`src/hdl/smi_pkg.sv`:
```
// Shared widths, stage map and saturation helper for the small matrix inverse.
// No dependencies; every other file imports this package.
package smi_pkg;

	localparam int DATA_W        = 32;
	localparam int FRAC_BITS_DEF = 16;
	localparam int PROD_W        = 64;  // 32x32 element product
	localparam int COF_W         = 65;  // cofactor, difference of two products
	localparam int NMAG_W        = 64;  // numerator magnitude
	localparam int DPROD_W       = 97;  // cofactor times element
	localparam int DET_W         = 99;  // sum of three such products
	localparam int DMAG_W        = 97;  // determinant magnitude
	localparam int QB            = 32;  // quotient bits resolved per divide
	localparam int NLANE         = 9;

	localparam int FRONT_ST = 5;              // products, cofactors, det
	localparam int PREP_ST  = FRONT_ST;       // operand select and magnitude
	localparam int LANE0_ST = FRONT_ST + 1;   // first divider stage
	localparam int LANE_ST  = QB + 1;         // range check plus one per bit
	localparam int NSTAGE   = LANE0_ST + LANE_ST + 1;
	localparam int OUT_ST   = NSTAGE - 1;

	localparam logic [1:0] SIZE_2 = 2'd2;
	localparam logic [1:0] SIZE_3 = 2'd3;

	// Clamp sign and magnitude to the signed 32-bit range.
	function automatic logic [DATA_W-1:0] sat_mag(input logic neg,
			input logic [DMAG_W-1:0] mag);
		logic [DATA_W-1:0] r;
		if (neg) begin
			if (mag > DMAG_W'(33'h0_8000_0000))
				r = 32'h8000_0000;
			else
				r = ~mag[DATA_W-1:0] + 32'd1;
		end else begin
			if (mag > DMAG_W'(33'h0_7FFF_FFFF))
				r = 32'h7FFF_FFFF;
			else
				r = mag[DATA_W-1:0];
		end
		return r;
	endfunction

endpackage

```
`src/hdl/smi_prep.sv`:
```
// Operand select: divisor, per-lane numerators, signs and the determinant output.
// Depends on smi_pkg; one register stage.
module smi_prep import smi_pkg::*; #(
	parameter int FRAC_BITS = FRAC_BITS_DEF
) (
	input  logic                     clk,
	input  logic                     en,
	input  logic [1:0]               size,
	input  logic signed [DET_W-1:0]  det3,
	input  logic signed [COF_W-1:0]  cof [NLANE],
	input  logic signed [DATA_W-1:0] am [5],
	output logic [NMAG_W-1:0]        nmag [NLANE],
	output logic [DMAG_W-1:0]        dmag,
	output logic [NLANE-1:0]         neg,
	output logic [NLANE-1:0]         zero,
	output logic [DATA_W-1:0]        det_out,
	output logic                     sing
);

	logic                     sz3, sz2, dneg, dzero;
	logic signed [DET_W-1:0]  dsel;
	logic [DET_W-1:0]         dabs;
	logic [DATA_W-1:0]        dout;
	logic [NMAG_W-1:0]        nmag_s6 [NLANE];
	logic [DMAG_W-1:0]        dmag_s6;
	logic [NLANE-1:0]         neg_s6, zero_s6;
	logic [DATA_W-1:0]        dout_s6;
	logic                     sing_s6;

	assign sz3 = (size == SIZE_3);
	assign sz2 = (size == SIZE_2);

	// Divisor: order-3 det, order-2 det (cofactor 2,2), or a00
	always_comb begin
		if (sz3)
			dsel = det3;
		else if (sz2)
			dsel = DET_W'(cof[8]);
		else
			dsel = DET_W'(am[0]);
		dneg  = dsel[DET_W-1];
		dabs  = dneg ? -dsel : dsel;
		dzero = (dsel == '0);
		if (dzero)
			dout = '0;
		else if (sz3)
			dout = sat_mag(dneg, DMAG_W'(dabs >> (2 * FRAC_BITS)));
		else if (sz2)
			dout = sat_mag(dneg, DMAG_W'(dabs >> FRAC_BITS));
		else
			dout = am[0];
	end

	// Per output position: numerator and whether the position is in use
	for (genvar l = 0; l < NLANE; l++) begin : g_lane
		localparam int R = l / 3;
		localparam int C = l % 3;
		localparam bit IN2 = (R < 2) && (C < 2);
		localparam logic signed [COF_W-1:0] N1 = (l == 0) ? COF_W'(1) : COF_W'(0);
		logic signed [COF_W-1:0] n2, nv;
		logic [COF_W-1:0]        na;
		logic                    act;

		if (l == 0) begin : g_n0
			assign n2 = COF_W'(am[4]);
		end else if (l == 1) begin : g_n1
			assign n2 = -COF_W'(am[1]);
		end else if (l == 3) begin : g_n3
			assign n2 = -COF_W'(am[3]);
		end else if (l == 4) begin : g_n4
			assign n2 = COF_W'(am[0]);
		end else begin : g_nz
			assign n2 = '0;
		end

		always_comb begin
			if (sz3)
				nv = cof[C*3+R];
			else if (sz2)
				nv = n2;
			else
				nv = N1;
			na  = nv[COF_W-1] ? -nv : nv;
			act = sz3 || (sz2 && IN2) || (l == 0);
		end

		always_ff @(posedge clk) begin
			if (en) begin
				nmag_s6[l] <= na[NMAG_W-1:0];
				neg_s6[l]  <= nv[COF_W-1] ^ dneg;
				zero_s6[l] <= !act || dzero;
			end
		end
	end

	always_ff @(posedge clk) begin
		if (en) begin
			dmag_s6 <= dabs[DMAG_W-1:0];
			dout_s6 <= dout;
			sing_s6 <= dzero;
		end
	end

	assign nmag    = nmag_s6;
	assign dmag    = dmag_s6;
	assign neg     = neg_s6;
	assign zero    = zero_s6;
	assign det_out = dout_s6;
	assign sing    = sing_s6;

endmodule

```
`config.mk`:
```
export PLATFORM = sky130hd
export DESIGN_NAME = smi_prep
export DESIGN_NICKNAME = d
export VERILOG_FILES = /design/src/hdl/smi_pkg.sv /design/src/hdl/smi_prep.sv
export SDC_FILE = /design/constraint.sdc
export NUM_CORES = 2
export LEC_CHECK = 0
export BUFFER_PORTS_ARGS = -buffer_cell sky130_fd_sc_hd__buf_2
export CAP_MARGIN = 25
export CORE_AREA = 2 2 620 622
export CTS_CLUSTER_SIZE = 40
export DETAILED_ROUTE_END_ITERATION = 7
export DIE_AREA = 0 0 622 624
export SLEW_MARGIN = 0
export SYNTH_ARGS = -nofsm -noshare
export SYNTH_HDL_FRONTEND = slang
export SYNTH_SLANG_ARGS = --single-unit
```
`constraint.sdc`:
```
create_clock -name clk -period 8.4 [get_ports clk]
set_input_delay 2.1 -clock clk [delete_from_list [all_inputs] [get_ports clk]]
set_output_delay 2.1 -clock clk [all_outputs]
set_load 0.05 [all_outputs]
```
* Word level (Yosys, flattened, before mapping) *
Index checks and enable logic that the tools add are counted.

storage, ports and cells
  flip-flop bits (word level) = 717
  input bits = 848
  word-level logic and storage cells = 93
  output and inout port bits = 724

operators by class
  magnitude comparators = 4
  multiplexer cells = 33
  reductions and logical operators = 6
  bitwise gates (word level) = 11
  add/sub/neg operators = 14
  eq/ne operators = 2

operator list
  kind                   number
  $mux 65                13
  $mux 64                9
  $neg 64->64            9
  $mux 99                3
  $mux 32                8
  $neg 32->65            2
  $logic_not 99->1       1
  $neg 99->99            1
  $gt 83x31->1 const B   1
  $gt 83x32->1 const B   1
  $gt 67x31->1 const B   1
  $gt 67x32->1 const B   1
  $add 32x1->32 const B  2
  $not 32->32            2
  $xor 1x1->1            9
  $eq 2x2->1 const B     2
  $logic_or 1x1->1       3
  $logic_not 1->1        2

* Longest topological paths before layout *
  depth after elaboration = 11
  depth in mapped cells = 34
  depth with buffers taken out = 21

* Worst setup path after synthesis *
No wires, ideal clock.

  kind = input-to-reg
  start point = input size[0]
  end point = register nmag_s6, in the netlist nmag[312] (data pin)
  slack = -0.273 ns
  setup time = 0.266 ns
  data required time = 8.134 ns
  stages = 34
  arrival time = 8.408 ns
  path buffers = 19
  cells stage by stage = buf_6 > buf_12 > buf_12 > buf_8 > buf_8 > buf_8 > buf_6 > buf_6 > buf_6 > buf_6 > buf_2 > buf_2 > buf_4 > buf_2 > buf_2 > buf_1 > clkbuf_1 > clkbuf_1 > mux2_2 > nand2_1 > ha_1 > a21boi_1 > nand4_1 > nor4_1 > and3_1 > nand4b_1 > nor2_1 > and3_1 > and3_1 > buf_2 > nand3_1 > o41ai_1 > xor2_1 > nor2_1

on the way
  word-level cells in the longest chain between the ends = 5
  elaborated cells on any way between the ends = 6
  classes of those cells = add/sub (1); eq/ne (2); mux (3)

RTL lines
  what                           line            text
  start, declared                smi_prep.sv:8   input logic [1:0] size,
  $eq 2x2->1                     smi_prep.sv:31  assign sz2 = (size == SIZE_2);
  $mux 65                        smi_prep.sv:79  else if (sz2)
  $mux 65 (*)                    smi_prep.sv:77  if (sz3)
  $neg 64->64                    smi_prep.sv:83  na = nv[COF_W-1] ? -nv : nv;
  $mux 64 (*)                    smi_prep.sv:83
  net g_lane[4].na[56]           smi_prep.sv:61  logic [COF_W-1:0] na;
  end signal, assigned by index  smi_prep.sv:89  nmag_s6[l] <= na[NMAG_W-1:0];
  end, declared                  smi_prep.sv:24  logic [NMAG_W-1:0] nmag_s6 [NLANE];

Mark *: on every way through the listed nets, which the timed path passes. The rest lies on a longest branch.
A chain may end at the register's enable or synchronous reset.

* Worst setup path after layout *
  start point = input size[0]
  end point = register dout_s6[24] (netlist: det_out[24]) (data pin)

on the way
  elaborated cells on any way between the ends = 23
  classes of those cells = add/sub (3); order compare (4); eq/ne (2); mux (11); bitwise (2); reduce/logical (1)

RTL lines
  what                                          line                          text
  $eq 2x2->1                                    smi_prep.sv:31
  $mux 99                                       smi_prep.sv:37                else if (sz2)
  $mux 99 (*)                                   smi_prep.sv:35                if (sz3)
  $neg 99->99                                   smi_prep.sv:42                dabs = dneg ? -dsel : dsel;
  $mux 99 (*)                                   smi_prep.sv:42
  net dabs[96]                                  smi_prep.sv:22                logic [DET_W-1:0] dabs;
  $gt 83x31->1 or $gt 83x32->1 (tied branches)  smi_pkg.sv:36, smi_pkg.sv:31
  $mux 32 (on tied branches)                    smi_pkg.sv:36, smi_pkg.sv:31
  $mux 32                                       smi_pkg.sv:30                 if (neg) begin
  $mux 32                                       smi_prep.sv:48                else if (sz2)
  $mux 32 (*)                                   smi_prep.sv:46                else if (sz3)
  end signal, assigned                          smi_prep.sv:99                dout_s6 <= dout;
  end, declared                                 smi_prep.sv:27                logic [DATA_W-1:0] dout_s6;

Marks and branches as above.

==> reports/metrics.cfg <==
[critical_path]
worstPathArrival_ns=8.11
critPathMaxFanout=11
startpoint=size[0]
crit_end=det_out[24]$_SDFFCE_PP0P_
end_kind=flip-flop
cp-start-kind=primary input
criticalPathCategory=primary input to flip-flop
cp.required_ns=8.86

[timing]
hold_violations=0
finalCriticalPeriod_ns=7.656
clock.fmax_mhz=130.6
totalNegativeSetupSlack_ns=0
fin_ws_ns=0.7445
setup_viol=0
period_share=0.9114
slew_headroom=0.1907
slew_viol_final=0
rsz0062_at_grt=false
tightestPinTransition_ns=1.214
whs_ns=1.538

[clock_network]
clk_pin_slew_ns=0.06
cts_made_buffers=101
holdBufCountCts=0
clock_sinks=717
post_cts_buffers=0
clockBufferDepth=4
post_cts_resized=0
htree_levels=3
root_buffer=clkbuf_16
cts_tree=yes

[status]
status=completed

[synthesis]
synth_cell_types=115
synthFlopType=edfxtp_1
yosysSeqAreaShare=0.4331
netlist_area_um2=49710
syn_inst=5312
async_flop_share=0
ys_warn_count=0
ys_seq_elements=717
syn_avg_cell_area_um2=9.358
synth_nets=6180
synth_edf_count=717

[floorplanning]
initial_core_util=0.1304
core-area_um2=381200
ios=1572
rows=227
dieArea_um2=388100
die_w_um=622
die_h_um=624

[detailed_routing]
wl_um=418900
wl_per_cell_um=33.66
drc=0
drt_iter0_drc=6071
via_per_inst=4.423
drt_pass1_iterations=5
ant_nets=0
num_vias=55040

[cells_and_area]
drive_gt1_frac=0.3414
finalNetCount=8120
filler_cell_count=42970
final_util=0.1860
synthToLayoutAreaGrowth_pct=42.65

[placement]
portBuffers=1539
dp_worst_setup_slack_ns=0.06049
gp_congestion=1.026
dpl.hpwl_um=361000

[power_and_ir_drop]
post-layout-total-power_mw=14.09
peakVddDrop_mv=0.1971
power_density_nw_per_um2=198.6
p_leak_nw=27.22

[grt]
grt_max_degree=149
grt_pass1_vias=51150
antenna_found_initial=232
grt.overflow.total=0
grt_usage=0.2057
grt_pass1_wl_um=528700

[run]
cap_violations=0

[worst_hold_path]
hp-class=primary input to flip-flop

where the power goes:
| group | internal, mW | total [mW] | leakage (nW) | switching, mW |
|---|---|---|---|---|
| clock | 2.75 | 4.72 | 1.69 | 1.97 |
| sequential | 4.39 | 4.62 | 6.92 | 0.234 |
| combinational | 1.16 | 4.74 | 18.6 | 3.58 |
Yosys cell counts (all sizes together), types with 16 or more instances:
library cell	number	area, um^2
nand2	490	1842
o21ai	318	1592
o21a	23	172.7
xor2	465	4073
o221ai	16	140.1
a31oi	58	362.9
a211o	27	245.2
or2	50	312.8
and3	28	175.2
nor3	212	1081
or4	71	544.3
o31ai	162	1235
o41ai	54	506.7
nor3b	27	207.7
o211ai	27	207.7
and2	23	143.9
mux2	67	758.2
ha	20	250.2
a41oi	18	157.7
nor2b	29	181.4
mux2i	101	1018
edfxtp	717	21530
clkbuf	181	679.4
o311ai	17	166.4
buf	123	740.7
nand2b	53	339.1
a211oi	21	162.6
nand4	60	394.1
a22oi	18	135.1
or3	103	649.4
a21oi	317	1613
nor4	101	720.7
o21bai	23	172.7
a21o	34	255.2
nand3	85	440.4
inv	74	277.8
xnor2	221	1936
nor2	707	2676
cell type report:
type	count	area (um^2)	area share
Multi-Input combinational cell	4217	26560	0.3745
Sequential cell	717	21530	0.3036
Timing Repair Buffer	2141	12540	0.1769
Tap cell	5038	6304	0.08889
Clock buffer	112	2569	0.03622
Clock inverter	71	938.4	0.01323
Inverter	74	280.3	0.003952
Antenna cell	76	190.2	0.002682
per-stage QoR:
stage	instances	area, um^2
final	12450	70910
after CTS	12370	70700
after detailed placement	12190	67190
after global placement	12180	67170
after global routing	12410	70820
after floorplan	5312	49720
kinds of logic after synthesis:
| family | share of synthesized area |
|---|---|
| fa+ha+maj | 0.005034 |
| mux | 0.03574 |
| flops | 0.4331 |
| buf+inv | 0.03415 |
| compound gates | 0.1662 |
| xor+xnor | 0.1209 |
| simple gates | 0.2049 |
state kept, by name (all words and copies together), names as in the netlist:
register  count
nmag        576
sing          1
neg           9
det_out      32
dmag         97
zero          2
layout by cell type, fill, tap and decap left out, types with 51 or more instances in the layout:
master	instances
diode_2	76
nand3_1	82
buf_4	578
nand2_1	488
clkbuf_16	101
xor2_1	465
nor4_1	91
buf_2	1536
o21ai_0	308
mux2_2	65
xnor2_1	220
or4_1	68
nor2_1	699
or3_1	102
a31oi_1	58
o31ai_1	160
nand2b_1	51
o41ai_1	51
nand4_1	57
a21oi_1	308
mux2i_1	99
edfxtp_1	717
inv_1	72
nor3_1	206
worst max-delay path, cell delays in order:
cell and delay (ns):
buf_8 0.21, buf_12 0.15, mux2i_1 0.44, buf_4 0.20
o21a_1 0.13, ha_1 0.17, inv_1 0.05, a211oi_2 0.26
nand4_1 0.16, buf_4 0.20, nor2_1 0.16, buf_4 0.19
nand4_2 0.09, buf_4 0.20, o31ai_1 0.43, buf_4 0.19
xor2_1 0.16, nor4_1 0.32, and4b_1 0.41, nand3_1 0.28
or4_1 0.56, buf_4 0.21, nor3_1 0.32, buf_4 0.20
o311ai_0 0.24
per-layer routing:
metal / vias to the layer above / track usage / routed length [um]
li1: 23710 / - / -
met1: 27450 / 0.2568 / 169900
met2: 3167 / 0.3175 / 183400
met3: 681 / 0.07276 / 44360
met4: 42 / 0.09047 / 20970
met5: - / 0 / 257
worst min path at each step:
stage / start / end / cells after the start
6_report: cof[195] / nmag[64]$_DFFE_PP_ / 3
2_1_floorplan: en / det_out[0]$_SDFFCE_PP0P_ / 0
3_3_place_gp: cof[130] / nmag[384]$_DFFE_PP_ / 3
4_1_cts: cof[195] / nmag[64]$_DFFE_PP_ / 3
3_5_place_dp: cof[130] / nmag[384]$_DFFE_PP_ / 3
5_1_grt: cof[250] / nmag[119]$_DFFE_PP_ / 2
Note: power is estimated with default switching activity, not from simulation.
